`config.mk`:
```
export PLATFORM = sky130hd
export DESIGN_NAME = telemetry_anomaly_monitor_unit
export DESIGN_NICKNAME = d
export VERILOG_FILES = /design/src/hdl/tam_pkg.sv /design/src/hdl/tam_period_div.sv /design/src/hdl/tam_front.sv /design/src/hdl/tam_queue.sv /design/src/hdl/tam_back.sv /design/src/hdl/telemetry_anomaly_monitor_unit.sv
export SDC_FILE = /design/constraint.sdc
export NUM_CORES = 2
export LEC_CHECK = 0
export BUFFER_PORTS_ARGS = -buffer_cell sky130_fd_sc_hd__clkbuf_2
export CAP_MARGIN = 15
export CORE_MARGIN = 8
export CORE_UTILIZATION = 35
export CTS_CLUSTER_DIAMETER = 150
export DETAILED_ROUTE_END_ITERATION = 7
export MAX_ROUTING_LAYER = met4
export PLACE_DENSITY = 0.59
export SETUP_SLACK_MARGIN = 0.05
export SLEW_MARGIN = 20
export SYNTH_ARGS = -nofsm -noshare
export SYNTH_HDL_FRONTEND = slang
export SYNTH_SLANG_ARGS = --single-unit
```
`constraint.sdc`:
```
create_clock -name clk -period 19.5 [get_ports clk]
set_clock_uncertainty 0.1 [all_clocks]
set_input_delay 1.95 -clock clk [delete_from_list [all_inputs] [get_ports clk]]
set_output_delay 1.95 -clock clk [all_outputs]
set_load 0.03 [all_outputs]
```
`src/hdl/tam_pkg.sv`:
```
`timescale 1ns / 1ps
// Shared types, constants and codes for the telemetry anomaly monitor.
package tam_pkg;

    localparam int SEQ_W    = 64;
    localparam int TIME_W   = 64;
    localparam int POWER_W  = 32;
    localparam int LINK_W   = 8;
    localparam int REPLAY_W = 32;
    localparam int GAPS_W   = 32;
    localparam int RATE_W   = 20;
    localparam int LIMIT_W  = 32;
    localparam int PERIOD_W = 24;
    localparam int HANG_W   = PERIOD_W + 2;
    localparam int DELTA_W  = POWER_W + 1;
    localparam int DATA_W   = 32;
    localparam int ADDR_W   = 3;
    localparam int NUM_KINDS = 5;

    localparam logic [PERIOD_W-1:0] TICKS_PER_SEC = PERIOD_W'(10000000);
    localparam logic [RATE_W-1:0]   DEFAULT_RATE  = RATE_W'(10);
    localparam logic [LIMIT_W-1:0]  DEFAULT_LIMIT = LIMIT_W'(100000);
    localparam logic [PERIOD_W-1:0] RESET_PERIOD  = PERIOD_W'(1000000);
    localparam int DIV_STEPS = PERIOD_W;
    localparam int DIV_CNT_W = $clog2(DIV_STEPS);

    localparam logic [POWER_W-1:0]  ABSENT32 = '1;
    localparam logic [REPLAY_W-1:0] ABSENT_REPLAY = '1;
    localparam logic [LINK_W-1:0]   ABSENT8  = '1;

    localparam int QUEUE_DEPTH_DEFAULT = 4;

    // Register indexes on the configuration port.
    localparam logic REG_RATE  = 1'b0;
    localparam logic REG_LIMIT = 1'b1;

    // Bit positions in the anomaly flag vector, in reporting order.
    localparam int FLAG_GAP    = 0;
    localparam int FLAG_HANG   = 1;
    localparam int FLAG_SPIKE  = 2;
    localparam int FLAG_LINK   = 3;
    localparam int FLAG_REPLAY = 4;

    typedef enum logic [2:0] {
        KIND_GAP    = 3'd0,
        KIND_HANG   = 3'd1,
        KIND_SPIKE  = 3'd2,
        KIND_LINK   = 3'd3,
        KIND_REPLAY = 3'd4
    } kind_t;

    // One classified record as it travels from the front to the back.
    typedef struct packed {
        logic [SEQ_W-1:0]     seq_now;
        logic [TIME_W-1:0]    interval_ticks;
        logic [NUM_KINDS-1:0] flags;
        logic [GAPS_W-1:0]    gap_number;
        logic [SEQ_W-1:0]     lost_count;
        logic [DELTA_W-1:0]   power_delta;
        logic [LINK_W-1:0]    gen_before;
        logic [LINK_W-1:0]    width_before;
        logic [LINK_W-1:0]    gen_now;
        logic [LINK_W-1:0]    width_now;
        logic [REPLAY_W-1:0]  replay_increase;
    } rec_t;

endpackage

```
`src/hdl/tam_period_div.sv`:
```
`timescale 1ns / 1ps
// Restoring divider that turns the polling rate into the nominal period.
module tam_period_div (
    input  logic                          clk,
    input  logic                          rst_n,
    input  logic                          start,
    input  logic [tam_pkg::RATE_W-1:0]    rate,
    output logic                          busy,
    output logic [tam_pkg::PERIOD_W-1:0]  period
);

    logic                           busy_reg, busy_next;
    logic [tam_pkg::DIV_CNT_W-1:0]  cnt_reg, cnt_next;
    logic [tam_pkg::RATE_W-1:0]     divisor_reg, divisor_next;
    logic [tam_pkg::RATE_W-1:0]     rem_reg, rem_next;
    logic [tam_pkg::PERIOD_W-1:0]   dq_reg, dq_next;
    logic [tam_pkg::PERIOD_W-1:0]   period_reg, period_next;
    logic [tam_pkg::RATE_W:0]       rem_shift;
    logic [tam_pkg::RATE_W:0]       rem_sub;
    logic                           fits;
    logic                           last_step;

    // One quotient bit per cycle: shift in the next dividend bit, subtract if it fits.
    always_comb
    begin
        rem_shift = {rem_reg, dq_reg[tam_pkg::PERIOD_W-1]};
        rem_sub   = rem_shift - {1'b0, divisor_reg};
        fits      = (rem_shift >= {1'b0, divisor_reg});
        last_step = (cnt_reg == tam_pkg::DIV_CNT_W'(tam_pkg::DIV_STEPS - 1));
    end

    always_comb
    begin
        busy_next    = busy_reg;
        cnt_next     = cnt_reg;
        divisor_next = divisor_reg;
        rem_next     = rem_reg;
        dq_next      = dq_reg;
        period_next  = period_reg;
        if (start)
        begin
            busy_next    = 1'b1;
            cnt_next     = '0;
            divisor_next = (rate == '0) ? tam_pkg::DEFAULT_RATE : rate;
            rem_next     = '0;
            dq_next      = tam_pkg::TICKS_PER_SEC;
        end
        else if (busy_reg)
        begin
            rem_next = fits ? rem_sub[tam_pkg::RATE_W-1:0] : rem_shift[tam_pkg::RATE_W-1:0];
            dq_next  = {dq_reg[tam_pkg::PERIOD_W-2:0], fits};
            cnt_next = cnt_reg + 1'b1;
            if (last_step)
            begin
                busy_next   = 1'b0;
                period_next = {dq_reg[tam_pkg::PERIOD_W-2:0], fits};
            end
        end
    end

    always_ff @(posedge clk or negedge rst_n)
    begin
        if (!rst_n)
        begin
            busy_reg   <= 1'b0;
            cnt_reg    <= '0;
            period_reg <= tam_pkg::RESET_PERIOD;
        end
        else
        begin
            busy_reg   <= busy_next;
            cnt_reg    <= cnt_next;
            period_reg <= period_next;
        end
    end

    always_ff @(posedge clk)
    begin
        divisor_reg <= divisor_next;
        rem_reg     <= rem_next;
        dq_reg      <= dq_next;
    end

    assign busy   = busy_reg;
    assign period = period_reg;

endmodule

```
`src/hdl/tam_front.sv`:
```
`timescale 1ns / 1ps
// Front part: compares each accepted record with the previous one and flags anomalies.
module tam_front (
    input  logic                          clk,
    input  logic                          rst_n,
    input  logic                          take,
    input  logic                          starts_scan,
    input  logic [tam_pkg::SEQ_W-1:0]     seq_number,
    input  logic [tam_pkg::TIME_W-1:0]    time_ticks,
    input  logic                          is_data,
    input  logic [tam_pkg::POWER_W-1:0]   power_mw,
    input  logic [tam_pkg::LINK_W-1:0]    link_gen,
    input  logic [tam_pkg::LINK_W-1:0]    link_width,
    input  logic [tam_pkg::REPLAY_W-1:0]  replay_total,
    input  logic [tam_pkg::PERIOD_W-1:0]  period,
    input  logic [tam_pkg::LIMIT_W-1:0]   power_limit,
    output logic                          rec_valid,
    output tam_pkg::rec_t                 rec
);

    logic                          have_prev_reg, have_prev_next;
    logic [tam_pkg::GAPS_W-1:0]    gaps_reg, gaps_next;
    logic [tam_pkg::SEQ_W-1:0]     prev_seq_reg;
    logic [tam_pkg::TIME_W-1:0]    prev_time_reg;
    logic                          prev_data_reg;
    logic [tam_pkg::POWER_W-1:0]   prev_power_reg;
    logic [tam_pkg::LINK_W-1:0]    prev_gen_reg;
    logic [tam_pkg::LINK_W-1:0]    prev_width_reg;
    logic [tam_pkg::REPLAY_W-1:0]  prev_replay_reg;

    logic                          compare_ok;
    logic                          data_ok;
    logic [tam_pkg::SEQ_W:0]       seq_diff;
    logic [tam_pkg::TIME_W:0]      time_diff;
    logic [tam_pkg::HANG_W-1:0]    hang_limit;
    logic [tam_pkg::DELTA_W-1:0]   pw_diff;
    logic [tam_pkg::POWER_W-1:0]   pw_back;
    logic [tam_pkg::POWER_W-1:0]   pw_mag;
    logic                          gap_hit, hang_hit, spike_hit, link_hit, replay_hit;

    always_comb
    begin
        compare_ok = have_prev_reg && !starts_scan;
        data_ok    = compare_ok && is_data && prev_data_reg;

        // seq - prev - 1, kept one bit wider so that a backward step shows as a borrow.
        seq_diff = {1'b0, seq_number} - {1'b0, prev_seq_reg} - {{tam_pkg::SEQ_W{1'b0}}, 1'b1};
        gap_hit  = compare_ok && !seq_diff[tam_pkg::SEQ_W] && (seq_diff[tam_pkg::SEQ_W-1:0] != '0);

        time_diff  = {1'b0, time_ticks} - {1'b0, prev_time_reg};
        hang_limit = {2'b00, period} + {1'b0, period, 1'b0};
        hang_hit   = compare_ok && !time_diff[tam_pkg::TIME_W] &&
                     (time_diff[tam_pkg::TIME_W-1:0] >
                      {{(tam_pkg::TIME_W - tam_pkg::HANG_W){1'b0}}, hang_limit});

        pw_diff   = {1'b0, power_mw} - {1'b0, prev_power_reg};
        pw_back   = prev_power_reg - power_mw;
        pw_mag    = pw_diff[tam_pkg::POWER_W] ? pw_back : pw_diff[tam_pkg::POWER_W-1:0];
        spike_hit = data_ok && (power_mw != tam_pkg::ABSENT32) &&
                    (prev_power_reg != tam_pkg::ABSENT32) && (pw_mag > power_limit);

        link_hit = data_ok && (link_gen != tam_pkg::ABSENT8) && (link_width != tam_pkg::ABSENT8) &&
                   (prev_gen_reg != tam_pkg::ABSENT8) && (prev_width_reg != tam_pkg::ABSENT8) &&
                   ((link_gen < prev_gen_reg) || (link_width < prev_width_reg));

        replay_hit = data_ok && (replay_total != tam_pkg::ABSENT_REPLAY) &&
                     (prev_replay_reg != tam_pkg::ABSENT_REPLAY) &&
                     (replay_total > prev_replay_reg);
    end

    always_comb
    begin
        rec = '0;
        rec.seq_now        = seq_number;
        rec.interval_ticks = time_diff[tam_pkg::TIME_W] ? '0 : time_diff[tam_pkg::TIME_W-1:0];
        rec.flags[tam_pkg::FLAG_GAP]    = gap_hit;
        rec.flags[tam_pkg::FLAG_HANG]   = hang_hit;
        rec.flags[tam_pkg::FLAG_SPIKE]  = spike_hit;
        rec.flags[tam_pkg::FLAG_LINK]   = link_hit;
        rec.flags[tam_pkg::FLAG_REPLAY] = replay_hit;
        rec.gap_number      = gaps_reg + 1'b1;
        rec.lost_count      = seq_diff[tam_pkg::SEQ_W-1:0];
        rec.power_delta     = pw_diff;
        rec.gen_before      = prev_gen_reg;
        rec.width_before    = prev_width_reg;
        rec.gen_now         = link_gen;
        rec.width_now       = link_width;
        rec.replay_increase = replay_total - prev_replay_reg;
        // Records without any anomaly never enter the queue.
        rec_valid = take && (rec.flags != '0);
    end

    always_comb
    begin
        have_prev_next = have_prev_reg;
        gaps_next      = gaps_reg;
        if (take)
        begin
            have_prev_next = 1'b1;
            if (starts_scan)
            begin
                gaps_next = '0;
            end
            else if (gap_hit)
            begin
                gaps_next = gaps_reg + 1'b1;
            end
        end
    end

    always_ff @(posedge clk or negedge rst_n)
    begin
        if (!rst_n)
        begin
            have_prev_reg <= 1'b0;
            gaps_reg      <= '0;
        end
        else
        begin
            have_prev_reg <= have_prev_next;
            gaps_reg      <= gaps_next;
        end
    end

    always_ff @(posedge clk)
    begin
        if (take)
        begin
            prev_seq_reg    <= seq_number;
            prev_time_reg   <= time_ticks;
            prev_data_reg   <= is_data;
            prev_power_reg  <= power_mw;
            prev_gen_reg    <= link_gen;
            prev_width_reg  <= link_width;
            prev_replay_reg <= replay_total;
        end
    end

endmodule

```
`src/hdl/tam_queue.sv`:
```
`timescale 1ns / 1ps
// Small register queue that decouples the front from the back.
module tam_queue #(
    parameter int WIDTH = 8,
    parameter int DEPTH = 4
) (
    input  logic             clk,
    input  logic             rst_n,
    input  logic             wr_en,
    input  logic [WIDTH-1:0] wr_data,
    input  logic             rd_en,
    output logic [WIDTH-1:0] rd_data,
    output logic             full,
    output logic             empty
);

    localparam int PTR_W = (DEPTH > 1) ? $clog2(DEPTH) : 1;
    localparam int CNT_W = $clog2(DEPTH + 1);

    logic [WIDTH-1:0] mem_reg [DEPTH];
    logic [PTR_W-1:0] wr_ptr_reg, wr_ptr_next;
    logic [PTR_W-1:0] rd_ptr_reg, rd_ptr_next;
    logic [CNT_W-1:0] count_reg, count_next;
    logic             do_wr, do_rd;

    always_comb
    begin
        do_wr = wr_en && (count_reg != CNT_W'(DEPTH));
        do_rd = rd_en && (count_reg != '0);
        wr_ptr_next = wr_ptr_reg;
        rd_ptr_next = rd_ptr_reg;
        if (do_wr)
        begin
            wr_ptr_next = (wr_ptr_reg == PTR_W'(DEPTH - 1)) ? '0 : wr_ptr_reg + 1'b1;
        end
        if (do_rd)
        begin
            rd_ptr_next = (rd_ptr_reg == PTR_W'(DEPTH - 1)) ? '0 : rd_ptr_reg + 1'b1;
        end
        count_next = count_reg + CNT_W'(do_wr) - CNT_W'(do_rd);
    end

    always_ff @(posedge clk or negedge rst_n)
    begin
        if (!rst_n)
        begin
            wr_ptr_reg <= '0;
            rd_ptr_reg <= '0;
            count_reg  <= '0;
        end
        else
        begin
            wr_ptr_reg <= wr_ptr_next;
            rd_ptr_reg <= rd_ptr_next;
            count_reg  <= count_next;
        end
    end

    always_ff @(posedge clk)
    begin
        if (do_wr)
        begin
            mem_reg[wr_ptr_reg] <= wr_data;
        end
    end

    assign rd_data = mem_reg[rd_ptr_reg];
    assign full    = (count_reg == CNT_W'(DEPTH));
    assign empty   = (count_reg == '0);

endmodule

```
`src/hdl/tam_back.sv`:
```
`timescale 1ns / 1ps
// Back part: expands each queued record into its results, one per cycle while they are popped.
module tam_back (
    input  logic                          clk,
    input  logic                          rst_n,
    input  logic                          q_empty,
    input  tam_pkg::rec_t                 q_rec,
    output logic                          q_pop,
    input  logic                          pop,
    output logic                          empty,
    output logic [2:0]                    kind,
    output logic [tam_pkg::SEQ_W-1:0]     seq_now,
    output logic [tam_pkg::GAPS_W-1:0]    gap_number,
    output logic [tam_pkg::SEQ_W-1:0]     lost_count,
    output logic [tam_pkg::TIME_W-1:0]    interval_ticks,
    output logic [tam_pkg::DELTA_W-1:0]   power_delta,
    output logic [tam_pkg::LINK_W-1:0]    gen_before,
    output logic [tam_pkg::LINK_W-1:0]    width_before,
    output logic [tam_pkg::LINK_W-1:0]    gen_now,
    output logic [tam_pkg::LINK_W-1:0]    width_now,
    output logic [tam_pkg::REPLAY_W-1:0]  replay_increase,
    output logic                          last
);

    logic                           out_valid_reg, out_valid_next;
    logic [tam_pkg::NUM_KINDS-1:0]  done_reg, done_next;
    logic [tam_pkg::NUM_KINDS-1:0]  remaining;
    logic [tam_pkg::NUM_KINDS-1:0]  cur_bit;
    tam_pkg::kind_t                 cur_kind;
    logic                           is_last;
    logic                           advance;

    tam_pkg::kind_t                 kind_reg;
    logic [tam_pkg::SEQ_W-1:0]      seq_reg;
    logic [tam_pkg::GAPS_W-1:0]     gap_reg;
    logic [tam_pkg::SEQ_W-1:0]      lost_reg;
    logic [tam_pkg::TIME_W-1:0]     interval_reg;
    logic [tam_pkg::DELTA_W-1:0]    delta_reg;
    logic [tam_pkg::LINK_W-1:0]     gen_before_reg, width_before_reg;
    logic [tam_pkg::LINK_W-1:0]     gen_now_reg, width_now_reg;
    logic [tam_pkg::REPLAY_W-1:0]   replay_reg;
    logic                           last_reg;

    // The lowest pending flag of the head record is the next result.
    always_comb
    begin
        remaining = q_rec.flags & ~done_reg;
        cur_bit   = '0;
        priority if (remaining[tam_pkg::FLAG_GAP])
        begin
            cur_kind = tam_pkg::KIND_GAP;
            cur_bit[tam_pkg::FLAG_GAP] = 1'b1;
        end
        else if (remaining[tam_pkg::FLAG_HANG])
        begin
            cur_kind = tam_pkg::KIND_HANG;
            cur_bit[tam_pkg::FLAG_HANG] = 1'b1;
        end
        else if (remaining[tam_pkg::FLAG_SPIKE])
        begin
            cur_kind = tam_pkg::KIND_SPIKE;
            cur_bit[tam_pkg::FLAG_SPIKE] = 1'b1;
        end
        else if (remaining[tam_pkg::FLAG_LINK])
        begin
            cur_kind = tam_pkg::KIND_LINK;
            cur_bit[tam_pkg::FLAG_LINK] = 1'b1;
        end
        else
        begin
            cur_kind = tam_pkg::KIND_REPLAY;
            cur_bit[tam_pkg::FLAG_REPLAY] = 1'b1;
        end
        is_last = ((remaining & ~cur_bit) == '0);
        advance = !q_empty && (!out_valid_reg || pop);
    end

    always_comb
    begin
        out_valid_next = out_valid_reg;
        done_next      = done_reg;
        if (advance)
        begin
            out_valid_next = 1'b1;
            done_next      = is_last ? '0 : (done_reg | cur_bit);
        end
        else if (pop)
        begin
            out_valid_next = 1'b0;
        end
    end

    always_ff @(posedge clk or negedge rst_n)
    begin
        if (!rst_n)
        begin
            out_valid_reg <= 1'b0;
            done_reg      <= '0;
        end
        else
        begin
            out_valid_reg <= out_valid_next;
            done_reg      <= done_next;
        end
    end

    always_ff @(posedge clk)
    begin
        if (advance)
        begin
            kind_reg         <= cur_kind;
            seq_reg          <= q_rec.seq_now;
            interval_reg     <= q_rec.interval_ticks;
            gap_reg          <= (cur_kind == tam_pkg::KIND_GAP) ? q_rec.gap_number : '0;
            lost_reg         <= (cur_kind == tam_pkg::KIND_GAP) ? q_rec.lost_count : '0;
            delta_reg        <= (cur_kind == tam_pkg::KIND_SPIKE) ? q_rec.power_delta : '0;
            gen_before_reg   <= (cur_kind == tam_pkg::KIND_LINK) ? q_rec.gen_before : '0;
            width_before_reg <= (cur_kind == tam_pkg::KIND_LINK) ? q_rec.width_before : '0;
            gen_now_reg      <= (cur_kind == tam_pkg::KIND_LINK) ? q_rec.gen_now : '0;
            width_now_reg    <= (cur_kind == tam_pkg::KIND_LINK) ? q_rec.width_now : '0;
            replay_reg       <= (cur_kind == tam_pkg::KIND_REPLAY) ? q_rec.replay_increase : '0;
            last_reg         <= is_last;
        end
    end

    assign q_pop           = advance && is_last;
    assign empty           = !out_valid_reg;
    assign kind            = kind_reg;
    assign seq_now         = seq_reg;
    assign gap_number      = gap_reg;
    assign lost_count      = lost_reg;
    assign interval_ticks  = interval_reg;
    assign power_delta     = delta_reg;
    assign gen_before      = gen_before_reg;
    assign width_before    = width_before_reg;
    assign gen_now         = gen_now_reg;
    assign width_now       = width_now_reg;
    assign replay_increase = replay_reg;
    assign last            = last_reg;

endmodule

```
`src/hdl/telemetry_anomaly_monitor_unit.sv`:
```
`timescale 1ns / 1ps
// Top level of the telemetry anomaly monitor: configuration, front, queue, back.
//
//   Channel   Handshake              Payload
//   -------   --------------------   ------------------------------------------------
//   config    psel/penable/pready    paddr, pwdata, prdata (rate at 0x0, limit at 0x4)
//   records   push / full            starts_scan, seq_number, ... replay_total
//   results   empty / pop            kind, seq_now, ... replay_increase, last
//
// A record is classified in the cycle of its transfer, so one record can be taken
// every cycle while full is low. Its results leave through the single result port
// one per cycle while they are popped, so a record with n anomalies yields n results
// (none when n is zero). Writing the rate register starts a restoring division;
// full stays high until the new period is ready. Reset is asynchronous and active
// low; it empties the queue and the output register and forgets the previous record.
module telemetry_anomaly_monitor_unit #(
    parameter int QUEUE_DEPTH = tam_pkg::QUEUE_DEPTH_DEFAULT
) (
    input  logic                                 clk,
    input  logic                                 rst_n,
    // Configuration port.
    input  logic                                 psel,
    input  logic                                 penable,
    input  logic                                 pwrite,
    input  logic [tam_pkg::ADDR_W-1:0]           paddr,
    input  logic [tam_pkg::DATA_W-1:0]           pwdata,
    output logic [tam_pkg::DATA_W-1:0]           prdata,
    output logic                                 pready,
    // Record input.
    input  logic                                 push,
    output logic                                 full,
    input  logic                                 starts_scan,
    input  logic [tam_pkg::SEQ_W-1:0]            seq_number,
    input  logic [tam_pkg::TIME_W-1:0]           time_ticks,
    input  logic                                 is_data,
    input  logic [tam_pkg::POWER_W-1:0]          power_mw,
    input  logic [tam_pkg::LINK_W-1:0]           link_gen,
    input  logic [tam_pkg::LINK_W-1:0]           link_width,
    input  logic [tam_pkg::REPLAY_W-1:0]         replay_total,
    // Result output.
    output logic                                 empty,
    input  logic                                 pop,
    output logic [2:0]                           kind,
    output logic [tam_pkg::SEQ_W-1:0]            seq_now,
    output logic [tam_pkg::GAPS_W-1:0]           gap_number,
    output logic [tam_pkg::SEQ_W-1:0]            lost_count,
    output logic [tam_pkg::TIME_W-1:0]           interval_ticks,
    output logic signed [tam_pkg::DELTA_W-1:0]   power_delta_mw,
    output logic [tam_pkg::LINK_W-1:0]           gen_before,
    output logic [tam_pkg::LINK_W-1:0]           width_before,
    output logic [tam_pkg::LINK_W-1:0]           gen_now,
    output logic [tam_pkg::LINK_W-1:0]           width_now,
    output logic [tam_pkg::REPLAY_W-1:0]         replay_increase,
    output logic                                 last
);

    logic [tam_pkg::RATE_W-1:0]   rate_reg, rate_next;
    logic [tam_pkg::LIMIT_W-1:0]  limit_reg, limit_next;
    logic                         cfg_write;
    logic                         rate_write;
    logic                         div_busy;
    logic [tam_pkg::PERIOD_W-1:0] period;

    logic                         take;
    logic                         rec_valid;
    tam_pkg::rec_t                front_rec;
    tam_pkg::rec_t                head_rec;
    logic                         q_full, q_empty, q_pop;
    logic [tam_pkg::DELTA_W-1:0]  power_delta;

    // The register is written in the access phase of a write transfer.
    assign pready     = 1'b1;
    assign cfg_write  = psel && penable && pwrite && pready;
    assign rate_write = cfg_write && (paddr[2] == tam_pkg::REG_RATE);

    always_comb
    begin
        rate_next  = rate_reg;
        limit_next = limit_reg;
        if (cfg_write)
        begin
            unique case (paddr[2])
                tam_pkg::REG_RATE:  rate_next  = pwdata[tam_pkg::RATE_W-1:0];
                tam_pkg::REG_LIMIT: limit_next = pwdata[tam_pkg::LIMIT_W-1:0];
                default: ;
            endcase
        end
    end

    always_comb
    begin
        unique case (paddr[2])
            tam_pkg::REG_RATE:
                prdata = {{(tam_pkg::DATA_W - tam_pkg::RATE_W){1'b0}}, rate_reg};
            tam_pkg::REG_LIMIT:
                prdata = limit_reg;
            default:
                prdata = '0;
        endcase
    end

    always_ff @(posedge clk or negedge rst_n)
    begin
        if (!rst_n)
        begin
            rate_reg  <= tam_pkg::DEFAULT_RATE;
            limit_reg <= tam_pkg::DEFAULT_LIMIT;
        end
        else
        begin
            rate_reg  <= rate_next;
            limit_reg <= limit_next;
        end
    end

    // The period is recomputed after every rate write; records wait meanwhile.
    tam_period_div u_div (
        .clk    (clk),
        .rst_n  (rst_n),
        .start  (rate_write),
        .rate   (pwdata[tam_pkg::RATE_W-1:0]),
        .busy   (div_busy),
        .period (period)
    );

    assign full = q_full || div_busy;
    assign take = push && !full;

    tam_front u_front (
        .clk          (clk),
        .rst_n        (rst_n),
        .take         (take),
        .starts_scan  (starts_scan),
        .seq_number   (seq_number),
        .time_ticks   (time_ticks),
        .is_data      (is_data),
        .power_mw     (power_mw),
        .link_gen     (link_gen),
        .link_width   (link_width),
        .replay_total (replay_total),
        .period       (period),
        .power_limit  (limit_reg),
        .rec_valid    (rec_valid),
        .rec          (front_rec)
    );

    tam_queue #(
        .WIDTH ($bits(tam_pkg::rec_t)),
        .DEPTH (QUEUE_DEPTH)
    ) u_queue (
        .clk     (clk),
        .rst_n   (rst_n),
        .wr_en   (rec_valid),
        .wr_data (front_rec),
        .rd_en   (q_pop),
        .rd_data (head_rec),
        .full    (q_full),
        .empty   (q_empty)
    );

    tam_back u_back (
        .clk             (clk),
        .rst_n           (rst_n),
        .q_empty         (q_empty),
        .q_rec           (head_rec),
        .q_pop           (q_pop),
        .pop             (pop),
        .empty           (empty),
        .kind            (kind),
        .seq_now         (seq_now),
        .gap_number      (gap_number),
        .lost_count      (lost_count),
        .interval_ticks  (interval_ticks),
        .power_delta     (power_delta),
        .gen_before      (gen_before),
        .width_before    (width_before),
        .gen_now         (gen_now),
        .width_now       (width_now),
        .replay_increase (replay_increase),
        .last            (last)
    );

    assign power_delta_mw = $signed(power_delta);

endmodule

```
### Word level (Yosys, flattened, before mapping)

Memories as Yosys holds them, arrays and structs flattened.
Index checks and enable logic that the tools add are counted.

| cells by class | value |
|---|---|
| add/subtract/negate cells | 14 |
| multiplexer cells | 30 |
| equality and inequality tests | 16 |
| bitwise logic cells | 7 |
| magnitude comparators | 6 |
| reductions and logical operators | 50 |

Operators by type and width:

| operator | count |
|---|---|
| subtractor 64 x 64 -> 65 bit | 2 |
| != test 32 bit (second input constant) | 4 |
| 2-to-1 mux 32 bit | 3 |
| subtractor 65 x 1 -> 65 bit (second input constant) | 1 |
| > comparator 32 bit | 2 |
| > comparator 64 x 26 -> 1 bit | 1 |
| 2-to-1 mux 64 bit | 1 |
| one-hot mux 32 bit (2 select lines) | 1 |
| nonzero test 64 bit | 1 |
| subtractor 32 bit | 2 |
| subtractor 32 x 32 -> 33 bit | 1 |
| adder 32 x 1 -> 32 bit (second input constant) | 1 |
| != test 8 bit (second input constant) | 4 |
| logical AND 1 bit | 27 |
| adder 24 x 25 -> 26 bit | 1 |
| greater-or-equal comparator 21 x 20 -> 1 bit | 1 |
| zero test 20 bit | 1 |
| 2-to-1 mux 20 bit | 1 |
| subtractor 20 bit | 1 |
| less-than comparator 8 bit | 2 |
| 2-to-1 mux 3 bit | 5 |
| 2-to-1 mux 5 bit | 3 |
| 2-to-1 mux 1 bit | 12 |
| AND 5 bit | 2 |
| other kinds (23) | 43 |

| word-level totals | value |
|---|---|
| word-level logic and storage cells | 158 |
| output and inout port bits | 360 |
| memory bits (writable) | 1304 |
| bits in registers | 726 |
| memories | 1 |
| input bits | 252 |

Memory list:

| memory | words | width | read ports | clocked after memory_dff | write ports | line | RTL |
|---|---|---|---|---|---|---|---|
| u_queue.mem_reg | 4 | 326 | 1 | 0 | 1 | tam_queue.sv:20 | `logic [WIDTH-1:0] mem_reg [DEPTH];` |

### Longest topological paths before layout

| depth | value |
|---|---|
| depth in word-level cells | 14 |
| gate-level depth with buffers | 36 |

### Cells and area by module

A second synthesis with hierarchy kept.

| second synthesis, totals | value |
|---|---|
| cells, all modules | 6070 |
| area total of the unflattened synthesis | 92558.8 sq um |

Modules (own cells, without submodules):

| module | times used | sequential area each (sq um) | area each (sq um) | cells each |
|---|---|---|---|---|
| tam_queue | 1 | 39332.7 | 47815.9 | 1742 |
| tam_front | 1 | 7101.8 | 26017.5 | 3117 |
| tam_back | 1 | 9909.5 | 11486.0 | 581 |
| tam_period_div | 1 | 2240.9 | 4703.3 | 477 |
| telemetry_anomaly_monitor_unit | 1 | 1311.3 | 2536.2 | 153 |

### Least setup slack after synthesis

Ideal clock, no wire load.

| path | value |
|---|---|
| kind | input to register |
| start | input pop |
| end | register u_queue.count_reg[2] |
| required time | 19.277 ns |
| stages on the path | 11 |
| library setup time | 0.123 ns |
| arrival | 20.322 ns |
| slack | -1.045 ns |
| cell sequence | inv_1 a21oi_1 and2_1 clkbuf_1 ha_1 inv_1 ha_1 inv_1 fa_1 xnor2_1 xnor2_1 |

| between the ends | value |
|---|---|
| longest elaborated chain between the ends | 5 |

Ends and longest elaborated chain:

| item | line | RTL |
|---|---|---|
| start, declared | telemetry_anomaly_monitor_unit.sv:42 | `input logic pop,` |
| logical OR 1 bit | tam_back.sv:75 | `advance = !q_empty && (!out_valid_reg \|\| pop);` |
| logical AND 1 bit | tam_back.sv:75 |  |
| net u_back.advance | tam_back.sv:31 | `logic advance;` |
| logical AND 1 bit | tam_back.sv:126 | `assign q_pop = advance && is_last;` |
| logical AND 1 bit | tam_queue.sv:29 | `do_rd = rd_en && (count_reg != '0);` |
| net u_queue.do_rd | tam_queue.sv:24 | `logic do_wr, do_rd;` |
| subtractor 3 x 1 -> 3 bit | tam_queue.sv:40 | `count_next = count_reg + CNT_W'(do_wr) - CNT_W'(do_rd);` |
| net u_queue.count_next[2] | tam_queue.sv:23 | `logic [CNT_W-1:0] count_reg, count_next;` |
| end signal, assigned | tam_queue.sv:55 | `count_reg <= count_next;` |
| end, declared | tam_queue.sv:23 |  |

The timed path passes the listed nets, and every way through them passes these cells.
A chain may end at the register's enable or synchronous reset.

==> Implementation_results.wiki <==
{| class="wikitable"
! Metric !! Value
|-
| Core Area || 0.259 mm2
|-
| Outcome || completed
|-
| CP Launch Type || input port
|-
| R2R cell count || 32
|-
| Post-synth EDFFs || 1858
|-
| Filler cell count in the final layout || 23800
|-
| Hold path start || u_div.dq_reg[3]
|-
| Register area share after synthesis || 65.7%
|-
| Clock sinks || 2030
|-
| # hold bufs at CTS || 0
|-
| Clock tree from TritonCTS || built
|-
| Main flop type after synthesis || sky130_fd_sc_hd__edfxtp_1
|-
| Critical path's top delay family || compound AO/OA/AOI/OAI gates
|-
| Synth top area cells || sky130_fd_sc_hd__edfxtp_1 (61%), sky130_fd_sc_hd__mux4_2 (8.1%), sky130_fd_sc_hd__ha_1 (4.8%)
|-
| Most common cell on crit path || sky130_fd_sc_hd__buf_4
|-
| Clk pin slew, worst setup/hold paths || 60 ps
|-
| Number of antenna-violating nets in the routed design || 0
|-
| Initial antenna violation count || 29
|-
| Effective utilization at floorplan || 35.1%
|-
| Pin count of the biggest net entering global routing || 137
|-
| GPL Wtd Cong || 0.871
|-
| Number of remaining DRC errors || 0
|-
| Achievable frequency || 87.8 MHz
|-
| Final worst path period share || 58.4%
|-
| Width of the die || 526 um
|-
| Total placed cells including tap cells || 9838
|-
| Average wire per cell in the routed design || 23.4 um
|-
| Critical Path Fanout Max || 58
|-
| Endpoint kind of the worst setup timing path || register
|-
| Critical path type || in -> reg
|-
| Library cells used by synthesis || 101
|-
| Critical Path Max Stage Delay || 830 ps
|-
| Buffers inserted by post-CTS timing repair || 0
|-
| Core Rows || 187
|-
| Die Ht || 526 um
|-
| Proportion of register bits with asynchronous set or reset after synthesis || 6.31%
|-
| Synthesis-to-finish area growth || 15.4%
|-
| Most area-hungry cell type in the Yosys netlist || sky130_fd_sc_hd__edfxtp_1
|-
| RR Endpoint || u_queue.mem_reg[1][139]
|-
| Clock latency on the worst-skew pair || 920 ps
|-
| Number of flip-flops under the largest register name || 1304
|-
| H-tree depth || 4
|-
| Slew at the pin closest to its max-slew limit || 1130 ps
|-
| Setup Total Neg Slack || 0 ps
|-
| Filler-free cell count of the finished design || 10300
|-
| Die ar. || 0.277 mm2
|-
| I/O pins || 612
|-
| CP Depth || 31
|-
| Avg Synthesized Cell Area || 15.1 um2
|-
| Detail Placement HPWL || 167 mm
|-
| Depth of the worst hold-timing path || 1
|-
| Buffer levels on the longest clock path || 4
|-
| Synth top area share || 61.2%
|-
| Final Critical Period || 11390 ps
|-
| Unrepaired setup endpoints after global routing || false
|-
| Total routing usage reported by global routing || 17.3%
|-
| Cell area after synthesis || 0.0911 mm2
|-
| Worst hold margin || 357 ps
|-
| Number of failing setup endpoints in the final timing report || 0
|-
| Worst path bufs/invs || 5
|-
| Yosys warnings || 0
|-
| Wire length of the first global-routing pass || 357 mm
|-
| Fraction of layout cells with a size suffix above 1 || 21.8%
|-
| Root Driver || sky130_fd_sc_hd__clkbuf_16
|-
| Number of global-route vias before repair || 53900
|-
| Initial DRT Pass Iterations || 6
|-
| Total of cells resized after clock tree synthesis || 0
|-
| Synthesis-stage register bit count || 2030
|-
| Worst relative slew slack || 24.5%
|-
| Violation count after the first detailed-route iteration || 3707
|-
| Data arrival time of the critical path || 11780 ps
|-
| WHS Endpoint || u_div.period[4]
|-
| Final Slew Violations || 0
|-
| Max-Cap Viols || 0
|-
| Count of vias placed by the detailed router || 53200
|-
| Number of nets in the layout || 7271
|-
| Overflow after GRT || 0
|-
| Vias per cell || 5.18
|-
| Peak supply drop || 110 uV
|-
| Setup slack of the worst register-to-register path || 8830 ps
|-
| Cell count after synthesis || 6026
|-
| Synthesized netlist net count || 6634
|-
| Number of clock buffers inserted by TritonCTS || 225
|-
| Cell at the slowest stage of the critical path || sky130_fd_sc_hd__buf_4
|-
| Worst r2r src || u_front.prev_power_reg[0]
|-
| Static Leakage || 38.6 nW
|-
| Power Density || 138 mW/mm2
|-
| Required time at the worst-slack endpoint || 19890 ps
|-
| Final count of hold timing violations || 0
|-
| Worst hold path type || reg -> reg
|-
| Total Wirelength || 241 mm
|-
| Number of port buffers || 608
|}
[worst max path at each step]
stage / slack, ps / endpoint / startpoint
floorplan: 6500 / u_queue.count_reg[2] / pop
global placement: 7090 / u_queue.mem_reg[1][147] / power_mw[0]
detailed placement: 7130 / u_queue.mem_reg[1][147] / power_mw[0]
CTS: 8010 / u_queue.mem_reg[1][139] / power_mw[2]
global route: 7470 / u_queue.mem_reg[1][139] / power_mw[2]
finish: 8110 / u_queue.mem_reg[1][139] / power_mw[2]
[area by class of cell]
type	count	area, um2	area share (%)
Sequential cell	2030	59900	57.0
Antenna cell	18	45.0	0.0429
Multi-Input combinational cell	3350	28800	27.4
Clock inverter	139	1250	1.19
Clock buffer	268	5840	5.56
Timing Repair Buffer	663	3550	3.38
Inverter	393	1480	1.41
Tap cell	3402	4260	4.05
[metal layers]
metal	track usage, %	wire, um
met5	-	0
met2	28.4	118000
met4	4.48	5820
met3	2.77	12700
met1	22.5	105000
[placed cells by master (no fill, tap or decap), types with 44 or more instances in the layout]
cell type	synthesis	layout
sky130_fd_sc_hd__nor2b_1	268	268
sky130_fd_sc_hd__edfxtp_1	1858	1858
sky130_fd_sc_hd__nor3_1	69	69
sky130_fd_sc_hd__a211oi_1	45	45
sky130_fd_sc_hd__mux4_2	326	326
sky130_fd_sc_hd__a21o_1	124	124
sky130_fd_sc_hd__mux2i_1	53	53
sky130_fd_sc_hd__clkbuf_2	1	607
sky130_fd_sc_hd__inv_1	392	391
sky130_fd_sc_hd__nand2_1	280	280
sky130_fd_sc_hd__o21ai_0	170	169
sky130_fd_sc_hd__dfxtp_1	44	44
sky130_fd_sc_hd__clkinv_2	0	47
sky130_fd_sc_hd__nand3_1	80	79
sky130_fd_sc_hd__a21oi_1	285	283
sky130_fd_sc_hd__xnor2_1	155	155
sky130_fd_sc_hd__ha_1	348	348
sky130_fd_sc_hd__mux2_2	90	90
sky130_fd_sc_hd__dfrtp_1	113	110
sky130_fd_sc_hd__clkbuf_16	0	226
sky130_fd_sc_hd__buf_4	3	48
sky130_fd_sc_hd__xor2_1	91	91
sky130_fd_sc_hd__nand4_1	118	118
sky130_fd_sc_hd__nor2_1	261	261
[report_power, final]
group	switching, mW	internal (mW)
clock	1.76	2.33
sequential	0.341	5.62
combinational	2.80	1.64
total	4.90	9.60
[worst register-to-register path, delay by kind of cell, from the launching register on]
kind / cells / cell delay, ps
AO/OA/AOI/OAI: 13 / 3680
AND/OR/NAND/NOR: 10 / 2390
buffers and inverters: 5 / 2470
XOR/XNOR: 1 / 150
adder cells (fa/ha/maj): 3 / 900
flip-flops: 1 / 470
[stage by stage]
stage	power, mW	util [%]	setup slack (ps)	area [um2]
after floorplan	9.17	-	6500	91100
after global placement	10.5	37.8	7090	98000
after detailed placement	10.6	37.8	7130	98000
after CTS	14.7	40.5	8010	105000
after global routing	15.2	40.5	7470	105000
final	14.5	40.5	8110	105000
[cell families (layout without fill, tap and decap cells)]
family	Yosys count	count (layout)	synth area share [%]
flops	2030	2030	65.7
simple gates	1320	1320	7.51
compound gates	955	955	6.88
buf+inv	646	1463	2.74
mux	471	471	9.79
fa+ha+maj	357	357	4.97
xor+xnor	246	246	2.37
other cells	1	19	0.00412
[cell usage after synthesis, drive strengths merged, types with 92 or more instances]
master / number
nor2b: 269
nand4: 118
o21ai: 175
nor2: 261
xnor2: 155
clkbuf: 203
ha: 348
inv: 392
nand2: 280
mux2: 92
mux4: 326
a21o: 125
a21oi: 287
edfxtp: 1858
dfrtp: 113
Power figures use the tool's default switching activity.
